$ cat src/rtl/core/dense_layer_relu_forward_defines.svh
// Assertion macros for the dense layer block.
// Depends on nothing; the including module supplies clk and arst_n.
`ifndef DENSE_LAYER_RELU_FORWARD_DEFINES_SVH
`define DENSE_LAYER_RELU_FORWARD_DEFINES_SVH
`ifndef ASSERT_OFF
// Holds at every edge out of reset.
`define FCLR_ASSERT(label, prop, msg) \
	label: assert property (@(posedge clk) disable iff (!arst_n) prop) else $error(msg);
// A condition that must never be seen.
`define FCLR_NEVER(label, cond, msg) \
	label: assert property (@(posedge clk) disable iff (!arst_n) !(cond)) else $error(msg);
`else
`define FCLR_ASSERT(label, prop, msg)
`define FCLR_NEVER(label, cond, msg)
`endif
`endif

$ cat src/rtl/core/fclr_pkg.sv
// Shared types and constants of the dense layer block.
// Depends on nothing.
package fclr_pkg;

	localparam int DATA_WIDTH = 16;
	localparam int FRAC_BITS  = 8;
	localparam int CFG_WIDTH  = 7;
	localparam int DATA_MAX   = 2 ** (DATA_WIDTH - 1) - 1;
	localparam int DATA_MIN   = -(2 ** (DATA_WIDTH - 1));

	localparam logic [1:0] KIND_WEIGHT = 2'd0;
	localparam logic [1:0] KIND_BIAS   = 2'd1;
	localparam logic [1:0] KIND_ACT    = 2'd2;

	localparam logic [1:0] CFG_IN_COUNT  = 2'd0;
	localparam logic [1:0] CFG_OUT_COUNT = 2'd1;
	localparam logic [1:0] CFG_RELU      = 2'd2;

	typedef struct packed {
		logic [1:0]                   kind;
		logic [5:0]                   out_index;
		logic [5:0]                   in_index;
		logic signed [DATA_WIDTH-1:0] value;
	} in_item_t;

	typedef struct packed {
		logic [5:0]                   feature_index;
		logic signed [DATA_WIDTH-1:0] activation_out;
		logic                         last;
	} out_item_t;

	// store strobes from the sequencer
	typedef struct packed {
		logic w_we;
		logic b_we;
		logic x_we;
		logic rd_en;
	} mem_ctl_t;

	// tags that travel alongside each multiply-accumulate
	typedef struct packed {
		logic       valid;
		logic       first;
		logic       last_in;
		logic       last_out;
		logic [5:0] feature;
	} mac_ctl_t;

endpackage

$ cat src/rtl/core/fclr_mac.sv
// Multiply-accumulate pipeline with bias, ReLU and saturation.
// Depends on fclr_pkg; fed by fclr_store read data and fclr_seq tags.
module fclr_mac #(
	parameter int IW = 6
) (
	input  logic                                   clk,
	input  logic                                   arst_n,
	input  fclr_pkg::mac_ctl_t                     ctl,
	input  logic                                   relu_enable,
	input  logic signed [fclr_pkg::DATA_WIDTH-1:0] w_rdata,
	input  logic signed [fclr_pkg::DATA_WIDTH-1:0] b_rdata,
	input  logic signed [fclr_pkg::DATA_WIDTH-1:0] x_rdata,
	output fclr_pkg::out_item_t                    result,
	output logic                                   result_strobe
);
	import fclr_pkg::*;

	localparam int PROD_W = 2 * DATA_WIDTH;
	localparam int ACC_W  = PROD_W + IW;
	localparam int SUM_W  = ACC_W - FRAC_BITS + 1;

	mac_ctl_t                     ctl_s1;
	mac_ctl_t                     ctl_s2;
	logic signed [PROD_W-1:0]     prod_s2;
	logic signed [DATA_WIDTH-1:0] bias_s2;
	logic signed [ACC_W-1:0]      acc_q;
	logic signed [DATA_WIDTH-1:0] bias_s3;
	logic                         fin_valid_s3;
	logic                         fin_last_s3;
	logic [5:0]                   fin_feature_s3;
	logic signed [ACC_W-1:0]      shifted;
	logic signed [SUM_W-1:0]      sum;
	logic signed [DATA_WIDTH-1:0] sat;
	out_item_t                    result_q;
	logic                         strobe_q;

	always_ff @(posedge clk or negedge arst_n) begin
		if (!arst_n) begin
			ctl_s1       <= '0;
			ctl_s2       <= '0;
			fin_valid_s3 <= 1'b0;
			strobe_q     <= 1'b0;
		end else begin
			ctl_s1       <= ctl;
			ctl_s2       <= ctl_s1;
			fin_valid_s3 <= ctl_s2.valid && ctl_s2.last_in;
			strobe_q     <= fin_valid_s3;
		end
	end

	always_ff @(posedge clk) begin
		prod_s2 <= w_rdata * x_rdata;
		bias_s2 <= b_rdata;
		if (ctl_s2.valid) begin
			acc_q <= (ctl_s2.first ? '0 : acc_q) + ACC_W'(prod_s2);
		end
		if (ctl_s2.valid && ctl_s2.last_in) begin
			bias_s3        <= bias_s2;
			fin_last_s3    <= ctl_s2.last_out;
			fin_feature_s3 <= ctl_s2.feature;
		end
	end

	// floor shift, add bias, apply ReLU when enabled, then clip to the output range
	always_comb begin
		shifted = acc_q >>> FRAC_BITS;
		sum     = SUM_W'(shifted) + SUM_W'(bias_s3);
		if (relu_enable && sum < 0) begin
			sat = '0;
		end else if (sum > SUM_W'(DATA_MAX)) begin
			sat = DATA_WIDTH'(DATA_MAX);
		end else if (sum < SUM_W'(DATA_MIN)) begin
			sat = DATA_WIDTH'(DATA_MIN);
		end else begin
			sat = DATA_WIDTH'(sum);
		end
	end

	always_ff @(posedge clk) begin
		if (fin_valid_s3) begin
			result_q.feature_index  <= fin_feature_s3;
			result_q.activation_out <= sat;
			result_q.last           <= fin_last_s3;
		end
	end

	assign result        = result_q;
	assign result_strobe = strobe_q;

endmodule

$ cat config.mk
export PLATFORM = sky130hd
export DESIGN_NAME = fclr_mac
export DESIGN_NICKNAME = d
export VERILOG_FILES = /design/src/rtl/core/dense_layer_relu_forward_defines.svh /design/src/rtl/core/fclr_pkg.sv /design/src/rtl/core/fclr_mac.sv
export SDC_FILE = /design/constraint.sdc
export NUM_CORES = 1
export LEC_CHECK = 0
export CAP_MARGIN = 20
export CORE_MARGIN = 2
export CORE_UTILIZATION = 43
export DETAILED_ROUTE_END_ITERATION = 6
export DONT_BUFFER_PORTS = 1
export MAX_ROUTING_LAYER = met4
export PLACE_DENSITY_LB_ADDON = 0.12
export SLEW_MARGIN = 25
export SYNTH_ARGS = -nofsm -noshare
export SYNTH_HDL_FRONTEND = slang
export SYNTH_SLANG_ARGS = --single-unit
$ cat constraint.sdc
create_clock -name clk -period 6.9 [get_ports clk]
set_clock_uncertainty 0.2 [all_clocks]
set_input_delay 0 -clock clk [delete_from_list [all_inputs] [get_ports clk]]
set_output_delay 0 -clock clk [all_outputs]
set_load 0.03 [all_outputs]
Word level (Yosys, flattened, before mapping)
Index checks and enable logic that the tools add are counted.
Widths: inputs -> output; s select.
{"block": "totals", "latch_bits": 0, "ramBits": 0, "romBits": 0, "regBits": 154, "elab_cells": 34, "memories": 0, "out_inout_bits": 24, "input_bits": 61}
{"block": "op_classes", "muxes": 3, "div_mod_pow": 0, "eq_ne": 0, "shifts": 0, "n_mul": 1, "n_bitwise": 0, "n_lt_le_gt_ge": 3, "n_addsub": 2, "reduce_logical": 3}
{"operator": "$add 38x38->38", "n": 1}
{"operator": "$mux 38", "n": 1}
{"operator": "$mul 16x16->32", "n": 1}
{"operator": "$add 30x16->31", "n": 1}
{"operator": "$gt 31x16->1 const B", "n": 1}
{"operator": "$lt 31x1->1 const B", "n": 1}
{"operator": "$lt 31x16->1 const B", "n": 1}
{"operator": "$mux 16", "n": 1}
{"operator": "$mux 15", "n": 1}
{"operator": "$logic_and 1x1->1", "n": 2}
{"operator": "$reduce_or 2->1", "n": 1}

Depth between registers and ports, before layout
Gate-level depths: netlist (run 1).
{"block": "logic_depth", "depth_word": 4, "mapped_depth": 25, "ltp_nobuf": 24}

Least setup slack after synthesis (run 1)
Ideal clock, no wire load.
{"block": "synth_path", "kind": "input port to flip-flop", "startpoint": "input w_rdata[15] in the netlist's numbering", "endpoint": "register prod_s2[31]", "path_slack_ps": 817, "setup_time_ps": 72, "t_arrival_ps": 5810, "path_stages": 20, "required_time_ps": 6628, "n_path_buf": 1, "cell_sequence": "clkbuf_1 > nand2_1 > inv_1 > fa_1 > fa_1 > fa_1 > fa_1 > fa_1 > inv_1 > fa_1 > inv_1 > ha_1 > o31ai_1 > nand2b_1 > or4_1 > o21a_1 > o41ai_2 > o2111ai_1 > a21oi_1 > xnor2_1"}
{"block": "synth_via", "elab_chain_cells": 1}
{"item": "start: declaration", "line_no": "fclr_mac.sv:10", "text": "input logic signed [fclr_pkg::DATA_WIDTH-1:0] w_rdata,"}
{"item": "$mul 16x16->32", "line_no": "fclr_mac.sv:52", "text": "prod_s2 <= w_rdata * x_rdata;"}
{"item": "end signal: assignment", "line_no": "fclr_mac.sv:52"}
{"item": "end: declaration", "line_no": "fclr_mac.sv:24", "text": "logic signed [PROD_W-1:0] prod_s2;"}
Every way passes these cells.
A chain may end at the register's enable or synchronous reset.

Final worst setup path (run 1)
{"block": "layout_path", "startpoint": "input x_rdata[1] in the netlist's numbering", "endpoint": "register prod_s2[31]"}
{"block": "layout_via", "elab_chain_cells": 1}
{"item": "start: declaration", "line_no": "fclr_mac.sv:12", "text": "input logic signed [fclr_pkg::DATA_WIDTH-1:0] x_rdata,"}
{"item": "$mul 16x16->32", "line_no": "fclr_mac.sv:52"}
Every way passes these cells.

==> results.md, run 1 <==
- Status: complete, no violations
- Largest stage delay on the critical path: 730 ps
- Syn Nets: 2344
- Critical setup path kind: in2reg
- CTS Buf Count: 17
- I/O Pins: 85
- Period utilization: 0.8478
- Height of the die: ~210 microns
- Non-Filler Instances: 2462
- Final setup viols: 0
- Yosys warns: 0
- Initial antenna violation count: 0
- Cells after Synth: around 1900
- Top_reg_cell synth: edfxtp_1
- Gpl congestion: slightly below 0.9
- # diodes: 0
- Worst setup SP type: primary input
- Synthesized area per cell: just under 10 sq um
- Initial DRC Count: 684
- Share of layout cells above drive strength 1: 0.03068
- DP HPWL: 34240 microns
- Worst hold path type: in2reg
- IO Port Bufs: 0
- Netlist cell types: 82
- Area grow syn2layout: 9.749%
- Headroom to the max-slew limit: 0.3467
- Pre-CTS WS: 612.6 ps
- TritonCTS clock tree: yes
- Worst Path Required: around 7100 ps
- Vias in the first global route: 13480
- DR pass1 iterations: 5
- Nets: ~2400
- Crit path time final: 5850 ps
- FMAX: 170.9 MHz
- Sequential fraction of the synthesis area: 0.2217
- Full die area: 43980 sq um
- Clk buf depth: 2
- Count of state elements after synthesis: 154
- RSZ-0062 raised after global routing: false
- Mapped Area: around 18000 sq um
- First-pass GRT wire length: roughly 70000 microns
- R2R Setup Slk: around 2400 ps
- Via count: 12690
- Max-slew violations: 0
- Initial core utilization: 0.4348
- Clk sink count: 154
- # placed instances: 2366
- Core area: 41850 sq um
- Largest net degree at the start of global routing: 40
- Grt ovf: 0
- Worst-skew pair later-pin latency: 430 ps
- Post-route ant nets: 0
- DRC viols: 0
- Root buf cell: clkbuf_16
- WL/cell: about 17 microns
- Critical Path Sink Type: flip-flop
- Final hold violation count: 0
- Die width: approximately 210 microns
- Clk slew on worst S/H paths: 70 ps
- Final setup TNS: 0 ps
- H-tree Lvls: 4
- Global Route Usage Sum: 0.2092
- Vias per Instance: 5.154
- WP data arrival: 6010 ps
- Final Routed Wirelength: 42170 microns
- Measured slew at the worst slew-check pin: 980.0 ps
- Post-synth EDFFs: 84
- Final WS setup: about 1100 ps
- Worst-path cell chain: nand2_1 > inv_1 > fa_1 > inv_1 > fa_1 > fa_1 > fa_1 > fa_1 > fa_1 > inv_1 > ha_1 > and3_1 > o31ai_1 > nand2b_1 > or4_1 > o21a_1 > o41ai_2 > o2111ai_1 > a21oi_1 > xnor2_1
- CP Max Fanout: 15
- Async SR Flop Fraction: 0.1429
- Max Cap Viol: 0
- Slowest cell on crit path: fa_1
- Rows: 75
- Cell mode on critical path: fa_1
==> state kept, by name (all words and copies together) (netlist names) <==
| signal | cells |
|---|---|
| acc_q | 38 |
| bias_s3 | 16 |
| result_strobe | 1 |
| fin_feature_s3 | 6 |
| result | 23 |
| prod_s2 | 32 |
| fin_valid_s3 | 1 |
| fin_last_s3 | 1 |
| ctl_s1 | 10 |
| ctl_s2 | 10 |
| bias_s2 | 16 |
==> worst max-delay path, delay by kind of cell <==
| family | cells | cell delay (ps) |
|---|---|---|
| compound gates | 5 | 1170 |
| xor+xnor | 1 | 140 |
| simple gates | 4 | 860 |
| fa+ha+maj | 7 | 3590 |
| buf+inv | 3 | 250 |
==> final timing paths <==
check,start,to,cells after the start
min in group asynchronous,arst_n,ctl_s2[2],3
worst max-delay path,x_rdata[1],prod_s2[31],20
worst min register to register,ctl_s1[4],ctl_s2[4],0
worst max register to register,acc_q[8],result[15],12
max in group asynchronous,arst_n,fin_valid_s3,3
worst min-delay path,x_rdata[2],prod_s2[3],5
==> routing by layer <==
metal / track usage / vias to the layer above / routed length (microns)
li1: - / 6154 / -
met1: 0.2754 / 6292 / 19830
met2: 0.3451 / 209 / 20170
met3: 0.02574 / 33 / 1416
met4: 0.05282 / 0 / 748
met5: - / - / 0
==> placed cells by master, fill, tap and decap left out, types with 17 or more instances in the layout <==
| master | count |
|---|---|
| a211oi_1 | 19 |
| a21o_1 | 29 |
| a21oi_1 | 72 |
| and2_1 | 136 |
| clkbuf_16 | 17 |
| dfrtp_1 | 22 |
| dfxtp_1 | 48 |
| dlygate4sd3_1 | 63 |
| edfxtp_1 | 84 |
| fa_1 | 264 |
| ha_1 | 149 |
| inv_1 | 351 |
| nand2_1 | 149 |
| nand2b_1 | 17 |
| nand3_1 | 22 |
| nor2_1 | 75 |
| nor2b_1 | 46 |
| nor3_1 | 32 |
| o21a_1 | 20 |
| o21ai_0 | 40 |
| xnor2_1 | 64 |
==> synthesized netlist by cell type, types with 29 or more instances <==
cell / number / area, sq um
a21o_1: 29 / 217.7
a21oi_1: 72 / 360.4
and2_1: 137 / 857.1
clkbuf_1: 45 / 168.9
dfxtp_1: 48 / 960.9
edfxtp_1: 84 / 2522
fa_1: 264 / 5285
ha_1: 149 / 1864
inv_1: 351 / 1318
nand2_1: 149 / 559.3
nor2_1: 75 / 281.5
nor2b_1: 46 / 287.8
nor3_1: 32 / 160.2
o21ai_0: 40 / 200.2
xnor2_1: 64 / 560.5
==> metrics by stage <==
stage / area (sq um) / hold slack [ps] / utilization
2_1_floorplan: 18200 / -495.6 / -
3_3_place_gp: 18720 / -495.2 / 0.4472
3_5_place_dp: 18720 / -495.3 / 0.4473
4_1_cts: 19970 / 9.451 / 0.4771
5_1_grt: 19970 / 34.00 / 0.4772
6_report: 19970 / 22.27 / 0.4772
==> cell type report <==
class	instances	area, sq um
Clock inverter	15	192.7
Timing Repair Buffer	69	673.1
Inverter	351	1318
Clock buffer	17	425.4
Fill cell	4000	21880
Multi-Input combinational cell	1317	12660
Sequential cell	154	4034
Tap cell	539	674.4
==> kinds of logic after synthesis <==
group           count (synthesis)  share of synthesized area
simple gates                  545                     0.1563
buf+inv                       399                    0.08298
flops                         154                     0.2217
compound gates                276                     0.1059
mux                             4                   0.002269
fa+ha+maj                     413                     0.3928
xor+xnor                       79                    0.03802
==> timing repair <==
action                                 in CTS  in global routing
endpoints found under the hold margin      53                 22
resized for setup                           0                  0
buffers inserted                            0                  0
hold buffers                               63                  1
Power of run 1 is left out: the tool's default activity adds up to more than one toggle a clock period on the data nets, which glitch-free logic cannot reach.
==> run 2, diff against run 1 <==
--- a/config.mk
+++ b/config.mk
@@ -5,6 +5,7 @@
 export SDC_FILE = /design/constraint.sdc
 export NUM_CORES = 1
 export LEC_CHECK = 0
+export ABC_AREA = 1
 export CAP_MARGIN = 20
 export CORE_MARGIN = 2
 export CORE_UTILIZATION = 43
==> constraint.sdc (replaced) <==
create_clock -name clk -period 5.8 [get_ports clk]
set_clock_uncertainty 0.2 [all_clocks]
set_input_delay 0 -clock clk [delete_from_list [all_inputs] [get_ports clk]]
set_output_delay 0 -clock clk [all_outputs]
set_load 0.03 [all_outputs]
==> results.md, run 2 <==
- Worst setup SP type: primary input
- Non-Filler Instances: 3081 (+25%)
- Worst-skew pair later-pin latency: 450 ps (+20 ps)
- Largest net degree at the start of global routing: 40 (unchanged)
- Fill cells: 4391 (+9.8%)
- Headroom to the max-slew limit: 0.3555 (+0.008819)
- Gpl congestion: 0.9168 (+2.6%)
- Initial DRC Count: 898 (+31%)
- Top post-synthesis cells by area: fa_1, inv_1, edfxtp_1
- Global Route Usage Sum: 0.2163 (+0.007125)
- Max reg flops: 38 (unchanged)
- DR pass1 iterations: 7 (+2)
- Worst hold path type: in2reg
- Slowest cell on crit path: fa_1
- Register with the most flip-flops: acc_q
- Vias per Instance: 4.693 (-8.9%)
- # diodes: 0 (unchanged)
- Final WS setup: 690.4 ps (-359.8 ps)
- Largest stage delay on the critical path: 700 ps (-30 ps)
- FMAX: between 150 and 200 MHz
- H-tree Lvls: 4 (unchanged)
- Final setup viols: 0 (unchanged)
- Clk buf depth: 2 (unchanged)
- Clk sink count: 154 (unchanged)
- Synthesized area per cell: 7.874 sq um (-19%)
- Count of state elements after synthesis: 154 (unchanged)
- TritonCTS clock tree: yes
- Critical setup path kind: in2reg
- Top cells by count, synth: inv_1, nand2_1, fa_1
- Async SR Flop Fraction: 0.1429 (unchanged)
- Die width: 215.7 microns (+2.8%)
- Final Cell Area: 21100 sq um (+5.7%)
- Crit path time final: ~5000 ps
- Post-synth top area share: 0.2743 (-0.01612)
- CP Max Fanout: 16 (+1)
- Grt ovf: 0 (unchanged)
- CTS Buf Count: 17 (unchanged)
- Cell mode on critical path: fa_1
- Most common cell in the synthesized netlist: inv_1
- Clk slew on worst S/H paths: 70 ps (about the same)
- Most frequent cells in the layout: inv_1, nand2_1, fa_1
- Yosys warns: 0 (unchanged)
- M1 wire length: 21850 microns (+10%)
- Max Cap Viol: 0 (unchanged)
- Initial core utilization: 0.4357 (+0.0009017)
- Pre-CTS WS: 170.8 ps (-441.8 ps)
- WL/cell: 15.15 microns (-12%)
- Met3 Routed Length: 1355 microns (-4.3%)
- Max layer used: met4
- Area grow syn2layout: 9.519%
- Mapped Area: 19270 sq um (+5.9%)
- Sequential fraction of the synthesis area: 0.2094 (-0.01231)
- Height of the die: 215.7 microns (+2.8%)
- Full die area: 46520 sq um (+5.8%)
- Cells after Synth: 2447 (+31%)
- Worst Path Required: 5930 ps (-1130 ps)
- Share of layout cells above drive strength 1: 0.03094 (+0.0002549)
- Post-synth EDFFs: 84 (unchanged)
- DP Area: 19810 sq um (+5.8%)
- Commonest non-fill, non-tap cell in the layout: inv_1
- Top_reg_cell synth: edfxtp_1
- Post-route ant nets: 0 (unchanged)
- RSZ-0062 raised after global routing: false
- Measured slew at the worst slew-check pin: 966.8 ps (-13.23 ps)
- Storage element area: 4034 sq um (unchanged)
- IO Port Bufs: 0 (unchanged)
- Max-slew violations: 0 (unchanged)
- Status: complete, no violations
- WP data arrival: 5240 ps (-770 ps)
- Initial antenna violation count: 0 (unchanged)
- Syn Nets: 2921 (+25%)
- DP HPWL: 39150 microns (+14%)
- Rows: 77 (+2.7%)
- Footprint of the multi-input gates: 12430 sq um (-1.8%)
- Via count: 14460 (+14%)
- Period utilization: 0.8810
- Final setup TNS: 0 ps (unchanged)
- DRC viols: 0 (unchanged)
- Final Routed Wirelength: 46690 microns (+11%)
- Vias in the first global route: 15360 (+14%)
- Final hold violation count: 0 (unchanged)
- # placed instances: 2982 (+26%)
- Root buf cell: clkbuf_16
- Worst-path cell chain: nand2_1 > inv_1 > fa_1 > fa_1 > fa_1 > fa_1 > fa_1 > inv_1 > fa_1 > inv_1 > ha_1 > nand2_1 > nor2_1 > nand4_1 > inv_1 > nand4_1 > nand3_1 > a21oi_1 > o21ai_0 > nand2_1 > nand2_1 > xnor2_1
- I/O Pins: 85 (unchanged)
- Netlist cell types: 43 (-48%)
- Cell taking the most area after synthesis: fa_1
- Routed wl met2: 22450 microns (+11%)
- Core area: 44220 sq um (+5.7%)
- Critical Path Sink Type: flip-flop
- Nets: 2950 (+24%)
- First-pass GRT wire length: 77800 microns (+8.9%)
-- run 2: worst max-delay path: cells and delay by family --
family | cells | cell delay [ps]
adders and majority gates | 7 | 3660
AOI/OAI and AO/OA | 2 | 380
xor gates and xnor gates | 1 | 60
and+or+nand+nor | 8 | 830
buffers and inverters | 4 | 270
-- run 2: logic make-up after synthesis --
kind of cell / share of synthesized area
and+or+nand+nor: 0.1851
buffers and inverters: 0.1458
adders and majority gates: 0.3710
AOI/OAI and AO/OA: 0.05059
DFF: 0.2094
xor gates and xnor gates: 0.03818
-- run 2: area by class of cell --
class,instances,share of cell area
multi-input cells,1548,0.5888
repair buffers,75,0.03439
clock inverters,15,0.009427
clock buffers,17,0.02016
inverters,680,0.1210
well taps,592,0.03510
flip-flops and latches,154,0.1912
-- run 2: per-stage QoR --
step / hold WS (ps) / utilization
final: 68.42 / 0.4772
after global routing: 109.7 / 0.4772
after CTS: 66.42 / 0.4771
after detailed placement: -495.0 / 0.4480
after global placement: -495.2 / 0.4480
after floorplan: -495.6 / -
-- run 2: path summary, 6_finish.rpt --
| check | start | end | slack, ps | cells past startpoint |
|---|---|---|---|---|
| min in group asynchronous | arst_n | ctl_s2[3] | 390 | 3 |
| max | w_rdata[15] | prod_s2[31] | 690 | 22 |
| min | w_rdata[3] | prod_s2[4] | 70 | 6 |
| min reg2reg | ctl_s1[3] | ctl_s2[3] | 150 | 0 |
| max reg2reg | ctl_s2[8] | acc_q[24] | 2050 | 16 |
| max in group asynchronous | arst_n | ctl_s2[8] | 4680 | 3 |
-- run 2: timing repair --
item,in CTS,in global routing
resized for setup,0,0
buffers inserted,0,0
hold buffers,66,1
endpoints found under the hold margin,69,22
-- run 2: per-layer routing --
metal	GRT usage	up-vias
met5	-	-
li1	-	7265
met2	0.3657	259
met3	0.02551	54
met1	0.2758	6882
met4	0.05747	0
Power of run 2 is left out for the same reason.
