<file path="src/rtl/core/dense_layer_relu_forward_defines.svh">
// Assertion macros for the dense layer block.
// Depends on nothing; the including module supplies clk and arst_n.
`ifndef DENSE_LAYER_RELU_FORWARD_DEFINES_SVH
`define DENSE_LAYER_RELU_FORWARD_DEFINES_SVH
`ifndef ASSERT_OFF
// Holds at every edge out of reset.
`define FCLR_ASSERT(label, prop, msg) \
	label: assert property (@(posedge clk) disable iff (!arst_n) prop) else $error(msg);
// A condition that must never be seen.
`define FCLR_NEVER(label, cond, msg) \
	label: assert property (@(posedge clk) disable iff (!arst_n) !(cond)) else $error(msg);
`else
`define FCLR_ASSERT(label, prop, msg)
`define FCLR_NEVER(label, cond, msg)
`endif
`endif

</file>
<file path="src/rtl/core/fclr_pkg.sv">
// Shared types and constants of the dense layer block.
// Depends on nothing.
package fclr_pkg;

	localparam int DATA_WIDTH = 16;
	localparam int FRAC_BITS  = 8;
	localparam int CFG_WIDTH  = 7;
	localparam int DATA_MAX   = 2 ** (DATA_WIDTH - 1) - 1;
	localparam int DATA_MIN   = -(2 ** (DATA_WIDTH - 1));

	localparam logic [1:0] KIND_WEIGHT = 2'd0;
	localparam logic [1:0] KIND_BIAS   = 2'd1;
	localparam logic [1:0] KIND_ACT    = 2'd2;

	localparam logic [1:0] CFG_IN_COUNT  = 2'd0;
	localparam logic [1:0] CFG_OUT_COUNT = 2'd1;
	localparam logic [1:0] CFG_RELU      = 2'd2;

	typedef struct packed {
		logic [1:0]                   kind;
		logic [5:0]                   out_index;
		logic [5:0]                   in_index;
		logic signed [DATA_WIDTH-1:0] value;
	} in_item_t;

	typedef struct packed {
		logic [5:0]                   feature_index;
		logic signed [DATA_WIDTH-1:0] activation_out;
		logic                         last;
	} out_item_t;

	// store strobes from the sequencer
	typedef struct packed {
		logic w_we;
		logic b_we;
		logic x_we;
		logic rd_en;
	} mem_ctl_t;

	// tags that travel alongside each multiply-accumulate
	typedef struct packed {
		logic       valid;
		logic       first;
		logic       last_in;
		logic       last_out;
		logic [5:0] feature;
	} mac_ctl_t;

endpackage

</file>
<file path="src/rtl/core/fclr_seq.sv">
// Configuration registers, item decode and the row/column read sequencer.
// Depends on fclr_pkg.
module fclr_seq #(
	parameter int IN_MAX  = 64,
	parameter int OUT_MAX = 64,
	parameter int OW      = 6,
	parameter int IW      = 6
) (
	input  logic                             clk,
	input  logic                             arst_n,
	input  logic                             start,
	output logic                             busy,
	input  fclr_pkg::in_item_t               command,
	input  logic                             cfg_we,
	input  logic [1:0]                       cfg_index,
	input  logic [fclr_pkg::CFG_WIDTH-1:0]   cfg_data,
	output fclr_pkg::mem_ctl_t               mem_ctl,
	output logic [OW-1:0]                    addr_o,
	output logic [IW-1:0]                    addr_i,
	output fclr_pkg::mac_ctl_t               ctl,
	output logic                             relu_enable,
	output logic                             trigger
);
	import fclr_pkg::*;

	typedef enum logic {
		ST_IDLE,
		ST_RUN
	} state_t;

	state_t               state_q;
	logic [OW-1:0]        o_q;
	logic [IW-1:0]        i_q;
	logic [CFG_WIDTH-1:0] in_count_q;
	logic [CFG_WIDTH-1:0] out_count_q;
	logic                 relu_q;
	logic [IW-1:0]        n_in_m1;
	logic [OW-1:0]        n_out_m1;
	logic                 accept;
	logic                 in_ok;
	logic                 out_ok;
	logic                 running;

	always_ff @(posedge clk or negedge arst_n) begin
		if (!arst_n) begin
			in_count_q  <= CFG_WIDTH'(64);
			out_count_q <= CFG_WIDTH'(64);
			relu_q      <= 1'b1;
		end else if (cfg_we) begin
			unique case (cfg_index)
				CFG_IN_COUNT:  in_count_q  <= cfg_data;
				CFG_OUT_COUNT: out_count_q <= cfg_data;
				CFG_RELU:      relu_q      <= cfg_data[0];
				default: ;
			endcase
		end
	end

	// saturate the counts into 1..max
	always_comb begin
		if (in_count_q == '0) begin
			n_in_m1 = '0;
		end else if (32'(in_count_q) > IN_MAX) begin
			n_in_m1 = IW'(IN_MAX - 1);
		end else begin
			n_in_m1 = IW'(in_count_q - CFG_WIDTH'(1));
		end
		if (out_count_q == '0) begin
			n_out_m1 = '0;
		end else if (32'(out_count_q) > OUT_MAX) begin
			n_out_m1 = OW'(OUT_MAX - 1);
		end else begin
			n_out_m1 = OW'(out_count_q - CFG_WIDTH'(1));
		end
	end

	assign running = (state_q == ST_RUN);
	assign busy    = running;
	assign accept  = start && !running;
	assign in_ok   = 32'(command.in_index) < IN_MAX;
	assign out_ok  = 32'(command.out_index) < OUT_MAX;
	assign trigger = accept && command.kind == KIND_ACT && in_ok
		&& IW'(command.in_index) == n_in_m1;

	always_comb begin
		mem_ctl.w_we  = accept && command.kind == KIND_WEIGHT && in_ok && out_ok;
		mem_ctl.b_we  = accept && command.kind == KIND_BIAS && out_ok;
		mem_ctl.x_we  = accept && command.kind == KIND_ACT && in_ok;
		mem_ctl.rd_en = running;
	end

	assign addr_o = running ? o_q : OW'(command.out_index);
	assign addr_i = running ? i_q : IW'(command.in_index);

	always_comb begin
		ctl.valid    = running;
		ctl.first    = (i_q == '0);
		ctl.last_in  = (i_q == n_in_m1);
		ctl.last_out = (o_q == n_out_m1);
		ctl.feature  = 6'(o_q);
	end

	assign relu_enable = relu_q;

	always_ff @(posedge clk or negedge arst_n) begin
		if (!arst_n) begin
			state_q <= ST_IDLE;
			o_q     <= '0;
			i_q     <= '0;
		end else begin
			unique case (state_q)
				ST_IDLE: begin
					if (trigger) begin
						state_q <= ST_RUN;
						o_q     <= '0;
						i_q     <= '0;
					end
				end
				ST_RUN: begin
					if (i_q == n_in_m1) begin
						i_q <= '0;
						if (o_q == n_out_m1) begin
							state_q <= ST_IDLE;
						end else begin
							o_q <= o_q + 1'b1;
						end
					end else begin
						i_q <= i_q + 1'b1;
					end
				end
				default: state_q <= ST_IDLE;
			endcase
		end
	end

endmodule

</file>
<file path="config.mk">
export PLATFORM = sky130hd
export DESIGN_NAME = fclr_seq
export DESIGN_NICKNAME = d
export VERILOG_FILES = /design/src/rtl/core/dense_layer_relu_forward_defines.svh /design/src/rtl/core/fclr_pkg.sv /design/src/rtl/core/fclr_seq.sv
export SDC_FILE = /design/constraint.sdc
export NUM_CORES = 1
export LEC_CHECK = 0
export BUFFER_PORTS_ARGS = -buffer_cell sky130_fd_sc_hd__buf_2
export CORE_MARGIN = 5
export CORE_UTILIZATION = 30
export DETAILED_ROUTE_END_ITERATION = 10
export GPL_TIMING_DRIVEN = 0
export MAX_ROUTING_LAYER = met4
export SLEW_MARGIN = 10
export SYNTH_ARGS = -nofsm -noshare
export SYNTH_HDL_FRONTEND = slang
export SYNTH_SLANG_ARGS = --single-unit
</file>
<file path="constraint.sdc">
create_clock -name clk -period 7.29 [get_ports clk]
set_input_delay 0.729 -clock clk [delete_from_list [all_inputs] [get_ports clk]]
set_output_delay 0.729 -clock clk [all_outputs]
set_load 0.05 [all_outputs]
</file>
-- Word-level counts from Yosys, hierarchy flattened
Index checks and enable logic that the tools add are counted.
- add/subtract/negate cells: 4
- magnitude comparators: 2
- eq/ne operators: 10
- muxes and demuxes: 16
- bitwise logic cells: 1
- reduce and logical (&&, ||, !) cells: 15
- operator list (kind ; number):
    $mux 6 ; 10
    $pmux 6 s2 ; 2
    $eq 6x6->1 ; 3
    $gt 7x7->1 const B ; 2
    $logic_not 7->1 ; 2
    $add 6x1->6 const B ; 2
    $sub 6x1->6 const B ; 2
    $logic_not 6->1 ; 1
    $ne 2x2->1 const B ; 3
    $reduce_and 2->1 ; 3
    $logic_and 1x1->1 ; 5
    $eq 2x1->1 const B ; 2
    $eq 2x2->1 const B ; 2
    $logic_not 2->1 ; 2
    $mux 1 ; 3
    $reduce_and 3->1 ; 1
    $pmux 1 s2 ; 1
    $logic_not 1->1 ; 1
    $not 1->1 ; 1
- register bits after elaboration: 28
- logic and storage cells: 54

-- Logic depth before layout (Yosys ltp)
Gate-level depths: netlist (run 1).
- word-level depth: 7
- mapped depth: 12

-- Least setup slack after synthesis (run 1)
No wires, ideal clock.
- kind: input-to-output
- start: in command[29] (netlist bit)
- end: out trigger
- arrival time: 3.330 ns
- data required time: 6.561 ns
- setup slack: 3.231 ns
- stages on the path: 5
- cell sequence: nor4bb_1 -> o21ai_0 -> nand3b_1 -> nor4bb_1 -> buf_2
- longest elaborated chain between the ends: 3
- ends and longest elaborated chain (what ; line ; RTL):
    from (decl) ; fclr_seq.sv:13 ; input fclr_pkg::in_item_t command,
    $eq 2x2->1 ; fclr_seq.sv:82 ; assign trigger = accept && command.kind == KIND_ACT && in_ok
    $logic_and 1x1->1 ; fclr_seq.sv:82 ;
    $logic_and 1x1->1 ; fclr_seq.sv:83 ; && IW'(command.in_index) == n_in_m1;
    to (decl) ; fclr_seq.sv:22 ; output logic trigger
No other way between the ends.

==> results.py, run 1 <==
metrics = {
    "outcome": {
        "run_status": "complete, no violations",
    },
    "clock_network": {
        "worstSkewPairLatency_ns": 0.28,
        "hold_buffer_count_at_cts": 0,
        "cts_buffers": 3,
        "clockRootBuffer": "sky130_fd_sc_hd__clkbuf_8",
        "clock_tree.htree_level_count": 1,
        "cts_setup_buffers": 0,
        "cts.reportedPaths.clkPinSlew_ns": 0.09,
        "cts_tree": "built",
        "cts_resized": 0,
        "clock_sinks": 28,
        "max-clock-path-buffers": 2,
    },
    "drt": {
        "vias_per_cell": 5.46,
        "first_iter_violations": 205,
        "detail_route.first_pass.iterations": 4,
        "finalWirelength_um": 7170,
        "drt.antenna.violating_nets": 0,
        "num_vias": 2593,
        "routed_wire_length_per_instance_um": 15.1,
        "drc_errors": 0,
    },
    "logic_synthesis": {
        "synth-seq-cells": 28,
        "number_of_flops_mapped_to_enable_cells_by_yosys": 0,
        "yosysWarnings": 0,
        "synth.distinct_cells": 62,
        "synth_area_mm2": 0.00262,
        "post_synth_most_frequent_cells": "sky130_fd_sc_hd__dfrtp_1 (25), sky130_fd_sc_hd__mux2_2 (25), sky130_fd_sc_hd__nor2_1 (21)",
        "postSynth.asyncResetShare": 1.00,
        "dominantRegCellSynth": "sky130_fd_sc_hd__dfrtp_1",
        "synth_top_cell_by_area": "sky130_fd_sc_hd__dfrtp_1",
        "synth_nets": 359,
        "synth_sequential_area_ratio": 0.269,
        "post-synth-top-area-fraction": 0.239,
        "synth_area_per_cell_um2": 8.47,
        "netlist_instances": 309,
        "synth.area.top_cells": "sky130_fd_sc_hd__dfrtp_1 (24%), sky130_fd_sc_hd__mux2_2 (11%), sky130_fd_sc_hd__ha_1 (3.3%), sky130_fd_sc_hd__o31ai_1 (3.2%), sky130_fd_sc_hd__dfstp_2 (3.0%)",
    },
    "global_route": {
        "grt_first_pass_wirelength_um": 12100,
        "total_routing_usage_gr": 0.144,
        "grt_overflow_total": 0,
        "first_global_vias": 2511,
        "grt_max_degree": 29,
        "grt_antenna_before_repair": 0,
    },
    "timing": {
        "slew_headroom": 0.450,
        "report.final.setup_viol": 0,
        "rsz0062_at_grt": "false",
        "fin_worst_skew_ns": 0.00855,
        "transition_time_at_the_pin_with_the_least_slew_margin_ns": 0.819,
        "finalSetupTns_ns": 0,
        "fmax_mhz": 242,
        "drv_slew": 0,
        "period_minus_slack_ns": 4.13,
        "number_of_endpoints_with_negative_hold_slack_in_the_final_report": 0,
        "share_of_the_clock_period_used_by_the_worst_path_after_layout": 0.567,
    },
    "placement": {
        "gp_congestion": 0.871,
        "post-dp-hpwl_um": 5560,
        "io_buffers": 54,
    },
    "setup_path": {
        "r2r_cells": 9,
        "critPathKind": "flip-flop to output pin",
        "reg2reg_from": "in_count_q[6]",
        "critical_path.startpoint": "out_count_q[0]",
        "critical_path_peak_fanout": 10,
        "r2r_slack_ns": 3.71,
        "r2r-end": "o_q[2]",
        "timing.critical_path.from_type": "flip-flop",
        "crit_path_arrival_time_ns": 3.40,
        "crit_required_ns": 6.56,
        "critical_path.endpoint_type": "output pin",
    },
    "power_and_ir_drop": {
        "total_leakage_power_uw": 0.00132,
        "power_per_cell_area_mw_per_mm2": 327,
        "vdd.ir_drop.worst_uv": 88.6,
    },
    "cells_and_area": {
        "area_growth_syn_to_layout_pct": 17.8,
        "postLayoutCoreUtil": 0.359,
        "count_of_filler_cells_inserted_in_the_layout": 937,
        "final_layout_size_suffix_gt1_frac": 0.272,
        "design.final.nets": 418,
        "ff_latch_area_um2": 704,
        "multi_input_logic_area_mm2": 0.00175,
        "antenna_cells": 0,
    },
    "floorplanning": {
        "die_w_um": 103,
        "initial_core_util": 0.304,
        "count_of_boundary_i_o_pins": 72,
        "die_area_mm2": 0.0107,
        "chipHeight_um": 103,
        "row_count": 34,
        "core_area_mm2": 0.00859,
    },
    "flow_run": {
        "cap_violations": 0,
    },
    "hold_path": {
        "hold_path_class": "input pin to async pin",
    },
}
==> power breakdown <==
part / internal [uW] / switching [uW]
registers: 196 / 46.4
logic: 225 / 444
clock network: 48.3 / 47.9
total: 469 / 538
==> how the worst max path moves through the flow <==
| stage | end | slack, ns | depth (start not counted) |
|---|---|---|---|
| 2_1_floorplan | trigger | 3.23 | 5 |
| 3_5_place_dp | trigger | 3.47 | 9 |
| 4_1_cts | ctl[6] | 3.15 | 10 |
| 6_report | ctl[6] | 3.16 | 10 |
| 5_1_grt | ctl[6] | 2.80 | 10 |
| 3_3_place_gp | trigger | 3.50 | 9 |
==> critical path: stages (launching register included) <==
cell	delay, ns
sky130_fd_sc_hd__dfrtp_1	0.36
sky130_fd_sc_hd__clkbuf_1	0.20
sky130_fd_sc_hd__inv_1	0.18
sky130_fd_sc_hd__ha_1	0.22
sky130_fd_sc_hd__nor2b_1	0.30
sky130_fd_sc_hd__a21boi_0	0.32
sky130_fd_sc_hd__o311ai_0	0.44
sky130_fd_sc_hd__o22ai_1	0.13
sky130_fd_sc_hd__nor4_1	0.44
sky130_fd_sc_hd__and2_1	0.25
sky130_fd_sc_hd__buf_2	0.27
==> flip-flops by register name, summed over array words and instances (netlist names) <==
register	cells
o_q	6
i_q	6
out_count_q	7
relu_enable	1
in_count_q	7
busy	1
==> logic make-up (layout without fill, tap and decap cells) <==
group,Yosys count,after routing,share of synthesized area
flops,28,28,0.269
fa+ha+maj,7,7,0.0335
buf+inv,39,97,0.0636
xor+xnor,15,15,0.0502
mux,28,28,0.119
compound gates,85,85,0.237
simple gates,107,107,0.227
==> area by class of cell <==
class | count | share of cell area
flip-flops and latches | 28 | 0.229
well taps | 108 | 0.0438
clock buffers | 4 | 0.0179
multi-input cells | 242 | 0.568
inverters | 15 | 0.0183
repair buffers | 54 | 0.0877
plain buffers | 24 | 0.0357
==> metal layers <==
layer / GRT usage / up-vias / part of all wire
met5: - / - / 0
met4: 0.0448 / 0 / 0.016
met3: 0.0215 / 9 / 0.040
met2: 0.228 / 57 / 0.48
met1: 0.190 / 1254 / 0.47
li1: - / 1273 / -
==> cell usage in the layout (no fill, tap or decap), drive strengths merged, types with 3 or more instances in the layout <==
cell type | Yosys | routed
nor3b | 4 | 4
nor4 | 7 | 7
xnor2 | 7 | 7
ha | 7 | 7
clkbuf | 15 | 19
a221o | 3 | 3
a311oi | 3 | 3
a21boi | 3 | 3
nor2 | 22 | 22
inv | 15 | 15
o22ai | 4 | 4
and3 | 5 | 5
xor2 | 8 | 8
o21ai | 13 | 13
mux2 | 25 | 25
nor4bb | 3 | 3
a22o | 6 | 6
nand3b | 3 | 3
or4 | 4 | 4
a211o | 3 | 3
mux2i | 3 | 3
nand3 | 8 | 8
o311ai | 3 | 3
a211oi | 6 | 6
a31oi | 3 | 3
dfstp | 3 | 3
nand2 | 20 | 20
and2 | 4 | 4
dfrtp | 25 | 25
nor2b | 4 | 4
nor3 | 9 | 9
nand2b | 4 | 4
buf | 9 | 63
o31ai | 11 | 11
a21oi | 12 | 12
==> through the flow <==
step | setup WS [ns] | std cells | hold slack, ns | total power [uW] | area [um^2]
after floorplan | 3.23 | 309 | 0.433 | 761 | 2620
after global placement | 3.50 | 471 | 0.586 | 903 | 3020
after detailed placement | 3.47 | 471 | 0.589 | 913 | 3020
after CTS | 3.15 | 475 | 0.484 | 1010 | 3080
after global routing | 2.80 | 475 | 0.524 | 1090 | 3080
final | 3.16 | 475 | 0.467 | 1010 | 3080
No activity file was read; power rests on OpenSTA's default activity.
==> run 2: changes to the inputs <==
- clock period: 7.29 -> 3.4 ns (I/O delays scaled with it)
==> run 2 against run 1 <==
  * Final cell count is 0.42% higher
  * First-iteration DRC count fell by 54%
  * Combinational power up 120%
  * Largest cell class unchanged
  * Sequential power is 120% higher
  * Utilization is 1.4 points higher
  * Sequential share of layout area shrank 0.75 points
  * Via count shrank 0.46%
  * Clock power is 120% higher
  * Largest power group unchanged
  * Worst hold slack worse by 0.40 ns
==> results.py, run 2 (synthesis gave the netlist of run 1 again) <==
metrics = {
    "floorplanning": {
        "die_area_mm2": 0.0107,
        "count_of_boundary_i_o_pins": 72,
        "die_w_um": 103,
        "initial_core_util": 0.304,
        "chipHeight_um": 103,
        "row_count": 34,
        "core_area_mm2": 0.00859,
    },
    "setup_path": {
        "timing.critical_path.from_type": "flip-flop",
        "cpLargestDelayFamily": "simple AND/OR/NAND/NOR gates",
        "critical_path_peak_fanout": 8,
        "worst-path-buf-inv": 3,
        "ordered_cell_list_for_the_critical_path": "inv_2, ha_2, or3b_2, nor2_1, a21oi_1, o311ai_1, or4b_4, inv_1, buf_4",
        "critPathKind": "flip-flop to output pin",
        "critical_path.max_stage_delay_ns": 0.54,
        "crit_required_ns": 3.06,
        "slowest_stage": "sky130_fd_sc_hd__or4b_4",
        "crit_path_arrival_time_ns": 2.94,
        "critical_path.endpoint_type": "output pin",
    },
    "global_route": {
        "total_routing_usage_gr": 0.139,
        "globalRouteMet3Util": 0.0215,
        "grt_antenna_before_repair": 0,
        "grt_overflow_total": 0,
        "grtUsageMet1": 0.198,
        "gr-usage-met2": 0.219,
        "grt_first_pass_wirelength_um": 11800,
        "gr-max-usage-layer": "met2",
        "first_global_vias": 2430,
        "grt_max_degree": 29,
    },
    "clock_network": {
        "clock_sinks": 28,
        "hold_buffer_count_at_cts": 0,
        "worstSkewPairLatency_ns": 0.28,
        "max-clock-path-buffers": 2,
        "cts.reportedPaths.clkPinSlew_ns": 0.10,
        "clock_tree.htree_level_count": 1,
        "clockRootBuffer": "sky130_fd_sc_hd__clkbuf_8",
        "cts_tree": "built",
        "cts_buffers": 3,
    },
    "timing": {
        "drv_slew": 0,
        "hold_ws_ns": 0.0694,
        "transition_time_at_the_pin_with_the_least_slew_margin_ns": 0.650,
        "finalSetupTns_ns": 0,
        "setup_slack_ns": 0.116,
        "fin_worst_skew_ns": 0.00951,
        "period_minus_slack_ns": 3.28,
        "fmax_mhz": 305,
        "number_of_endpoints_with_negative_hold_slack_in_the_final_report": 0,
        "slew_headroom": 0.565,
        "share_of_the_clock_period_used_by_the_worst_path_after_layout": 0.966,
        "report.final.setup_viol": 0,
    },
    "power_and_ir_drop": {
        "total_leakage_power_uw": 0.00135,
        "power_per_cell_area_mw_per_mm2": 688,
        "vdd.ir_drop.worst_uv": 236,
        "power.total_uw": 2200,
    },
    "cells_and_area": {
        "commonest_non_fill_non_tap_cell_in_the_layout": "sky130_fd_sc_hd__buf_2",
        "antenna_cells": 0,
        "final_layout_size_suffix_gt1_frac": 0.336,
        "count_of_filler_cells_inserted_in_the_layout": 913,
        "layout.cells.most_common_list": "sky130_fd_sc_hd__buf_2 (55), sky130_fd_sc_hd__mux2_2 (25), sky130_fd_sc_hd__dfrtp_1 (22), sky130_fd_sc_hd__nor2_1 (20), sky130_fd_sc_hd__nand2_1 (20)",
        "layout_top_registers": "in_count_q (7), out_count_q (7)",
        "postLayoutCoreUtil": 0.373,
        "area_growth_syn_to_layout_pct": 22.4,
        "design.final.nets": 420,
    },
    "flow_run": {
        "cap_violations": 0,
    },
    "placement": {
        "post-dp-hpwl_um": 5510,
        "io_buffers": 54,
        "preCtsSetupSlack_ns": -0.157,
        "gp_congestion": 0.826,
    },
    "drt": {
        "drt.antenna.violating_nets": 0,
        "detail_route.first_pass.iterations": 5,
        "finalWirelength_um": 7230,
        "first_iter_violations": 94,
        "num_vias": 2581,
        "vias_per_cell": 5.41,
        "routed_wire_length_per_instance_um": 15.1,
        "drc_errors": 0,
    },
    "outcome": {
        "run_status": "complete, no violations",
    },
    "hold_path": {
        "hold_path_class": "input pin to async pin",
    },
}
-- run 2: cell count changes in the layout (fill, tap and decap cells not counted), moves of 2 or more --
cell,delta
sky130_fd_sc_hd__buf_4,+8
sky130_fd_sc_hd__clkbuf_1,-4
sky130_fd_sc_hd__buf_2,-3
sky130_fd_sc_hd__dfrtp_1,-3
sky130_fd_sc_hd__dfrtp_2,+3
sky130_fd_sc_hd__nor3_1,-2
sky130_fd_sc_hd__nor4_1,-2
sky130_fd_sc_hd__nor4_2,+2
-- run 2: stage by stage --
| step | cells | instance area [um^2] |
|---|---|---|
| after global routing | 477 | 3200 |
| after CTS | 476 | 3130 |
| final | 477 | 3200 |
| after floorplan | 309 | 2620 |
| after global placement | 471 | 3030 |
| after detailed placement | 471 | 3030 |
-- run 2: cell type report --
type | count | area (um^2) | area share
timing repair buffer | 59 | 315 | 0.0984
tap | 108 | 135 | 0.0422
inverter | 15 | 56.3 | 0.0176
multi-input combinational | 242 | 1830 | 0.571
clock buffer | 4 | 55.1 | 0.0172
buffer | 21 | 104 | 0.0324
sequential | 28 | 708 | 0.221
-- run 2: per-layer routing --
metal | wire length [um] | up-vias
met4 | 27 | 0
met3 | 378 | 4
li1 | - | 1284
met5 | 0 | -
met1 | 3450 | 1224
met2 | 3370 | 69
-- run 2: final timing paths --
kind	start	endpoint	slack [ns]	cells after the start
worst max register to register	in_count_q[0]	o_q[2]	0.17	10
worst min-delay path	arst_n	o_q[1]	0.07	1
min in group clk	cfg_data[1]	in_count_q[1]	0.30	3
max in group asynchronous	arst_n	out_count_q[0]	2.86	1
worst max-delay path	in_count_q[0]	ctl[7]	0.12	9
worst min register to register	out_count_q[1]	out_count_q[1]	0.62	1
-- run 2: timing repair --
item / CTS / global route
resized for setup: 12 / 15
pin swaps: 1 / 2
endpoints found under the setup margin: 7 / 7
setup buffers: 2 / 3
-- run 2: power breakdown --
group	internal [uW]	switching (uW)	total [uW]
Combinational	508	957	1470
Clock	104	107	210
Sequential	421	108	529
==> run 3: changes to the inputs <==
- clock period: 3.4 -> 2.94 ns (I/O delays scaled with it)
==> run 3 against run 2 <==
  * The flow now finishes with violations (setup timing)
  * Non-clock buffer count rose by 21
  * Flip-flop and latch count unchanged
  * First-iteration DRC count increased by 28%
  * Sequential share of layout area down 2.7 points
  * Utilization is 5.2 points higher
  * Design area increased by 14%
  * Critical path depth stayed put
  * Via count is 3.1% higher
  * Sequential power increased by 16%
  * Total power up 26%
  * Clock power increased by 15%
  * Largest cell class unchanged
==> results.py, run 3 (synthesis gave the netlist of run 1 again) <==
metrics = {
    "drt": {
        "finalWirelength_um": 7540,
        "routed_wire_length_per_instance_um": 15.1,
        "detail_route.first_pass.iterations": 4,
        "num_vias": 2660,
        "vias_per_cell": 5.34,
        "drc_errors": 0,
        "first_iter_violations": 120,
        "drt.antenna.violating_nets": 0,
    },
    "clock_network": {
        "max-clock-path-buffers": 2,
        "cts.reportedPaths.clkPinSlew_ns": 0.10,
        "cts_buffers": 3,
        "cts_tree": "built",
        "worstSkewPairLatency_ns": 0.28,
        "clockRootBuffer": "sky130_fd_sc_hd__clkbuf_8",
        "clock_sinks": 28,
        "clock_tree.htree_level_count": 1,
    },
    "timing": {
        "period_minus_slack_ns": 3.01,
        "report.final.setup_viol": 5,
        "hold_ws_ns": 0.0320,
        "fmax_mhz": 332,
        "setup_slack_ns": -0.0729,
        "transition_time_at_the_pin_with_the_least_slew_margin_ns": 1.21,
        "rsz0062_at_grt": "true",
        "drv_slew": 0,
        "fin_worst_skew_ns": 0.00444,
        "number_of_endpoints_with_negative_hold_slack_in_the_final_report": 0,
        "slew_headroom": 0.191,
        "share_of_the_clock_period_used_by_the_worst_path_after_layout": 1.02,
    },
    "placement": {
        "io_buffers": 54,
        "gp_congestion": 0.811,
        "preCtsSetupSlack_ns": -0.432,
        "post-dp-hpwl_um": 5460,
    },
    "global_route": {
        "grt_max_degree": 29,
        "total_routing_usage_gr": 0.138,
        "grt_antenna_before_repair": 0,
        "grt_overflow_total": 0,
        "grt_first_pass_wirelength_um": 11600,
        "first_global_vias": 2454,
    },
    "setup_path": {
        "timing.critical_path.from_type": "flip-flop",
        "critical_path.endpoint_type": "flip-flop",
        "critical_path_peak_fanout": 4,
        "slowest_stage": "sky130_fd_sc_hd__or4b_4",
        "crit_path_arrival_time_ns": 3.22,
        "crit_required_ns": 3.15,
        "critical_path.max_stage_delay_ns": 0.54,
        "ordered_cell_list_for_the_critical_path": "buf_6, or4_4, a221o_1, a21o_1, o311ai_2, or4b_4, a211oi_4, mux2_4, mux2i_1",
        "critPathKind": "flip-flop to flip-flop",
    },
    "cells_and_area": {
        "layout_top_registers": "in_count_q (7), out_count_q (7)",
        "final_layout_size_suffix_gt1_frac": 0.462,
        "design.final.nets": 441,
        "antenna_cells": 0,
        "commonest_non_fill_non_tap_cell_in_the_layout": "sky130_fd_sc_hd__buf_2",
        "count_of_filler_cells_inserted_in_the_layout": 860,
        "ff_latch_area_um2": 709,
        "multi_input_logic_area_mm2": 0.00205,
        "postLayoutCoreUtil": 0.425,
        "area_growth_syn_to_layout_pct": 39.6,
        "layout.cells.most_common_list": "sky130_fd_sc_hd__buf_2 (53), sky130_fd_sc_hd__buf_4 (29), sky130_fd_sc_hd__mux2_2 (23), sky130_fd_sc_hd__dfrtp_1 (21), sky130_fd_sc_hd__nand2_1 (20)",
    },
    "power_and_ir_drop": {
        "power.total_uw": 2770,
        "total_leakage_power_uw": 0.00153,
        "vdd.ir_drop.worst_uv": 242,
        "power_per_cell_area_mw_per_mm2": 758,
    },
    "floorplanning": {
        "initial_core_util": 0.304,
        "die_area_mm2": 0.0107,
        "chipHeight_um": 103,
        "die_w_um": 103,
        "count_of_boundary_i_o_pins": 72,
        "row_count": 34,
        "core_area_mm2": 0.00859,
    },
    "outcome": {
        "violated_checks": "setup timing",
        "run_status": "finished with violations",
    },
    "flow_run": {
        "cap_violations": 0,
    },
    "hold_path": {
        "hold_path_class": "input pin to async pin",
    },
}
-- run 3: area by class of cell --
class	count	area share
repair buffers	81	0.140
inverters	15	0.0171
multi-input cells	242	0.562
clock buffers	4	0.0151
flip-flops and latches	28	0.194
well taps	108	0.0370
plain buffers	20	0.0346
-- run 3: where the power goes --
group / switching (uW) / internal, uW
combinational: 1190 / 722
sequential: 128 / 488
clock: 121 / 120
-- run 3: worst max-delay path, delay by kind of cell (launching register included) --
family / cells / cell delay [ns]
simple gates: 2 / 1.03
compound gates: 4 / 0.91
flops: 1 / 0.43
buf+inv: 1 / 0.13
mux: 2 / 0.46
-- run 3: path summary, 6_finish.rpt --
| check | start | endpoint | slack (ns) | depth (start not counted) |
|---|---|---|---|---|
| setup / recovery | in_count_q[1] | o_q[2] | -0.07 | 9 |
| hold / removal | arst_n | o_q[2] | 0.03 | 1 |
| setup reg to reg | in_count_q[1] | o_q[2] | -0.07 | 9 |
| hold reg to reg | out_count_q[1] | out_count_q[1] | 0.56 | 1 |
| max in group asynchronous | arst_n | in_count_q[1] | 2.44 | 1 |
| min in group clk | cfg_data[1] | in_count_q[1] | 0.24 | 3 |
-- run 3: routing by layer --
metal	up-vias	GRT usage	wire length [um]
met5	-	-	0
met4	0	0.0139	0
met3	0	0.0208	415
met2	69	0.232	3710
met1	1272	0.181	3420
li1	1319	-	-
-- run 3: through the flow --
stage          area [um^2]  TNS (ns)  cells
3_5_place_dp          3120     -3.64    471
2_1_floorplan         2710   -0.0375    309
3_3_place_gp          3120     -3.16    471
6_report              3650    -0.213    498
5_1_grt               3650    -0.821    498
4_1_cts               3370    -0.137    482
-- run 3: what timing repair did --
item                                    4_1_cts  5_1_grt
buffers inserted                              9       18
endpoints found under the setup margin       16       15
pin swaps                                     7       21
hold buffers                                  0        0
gates resized for setup                      37       40
hold endpoints to repair                      0        0
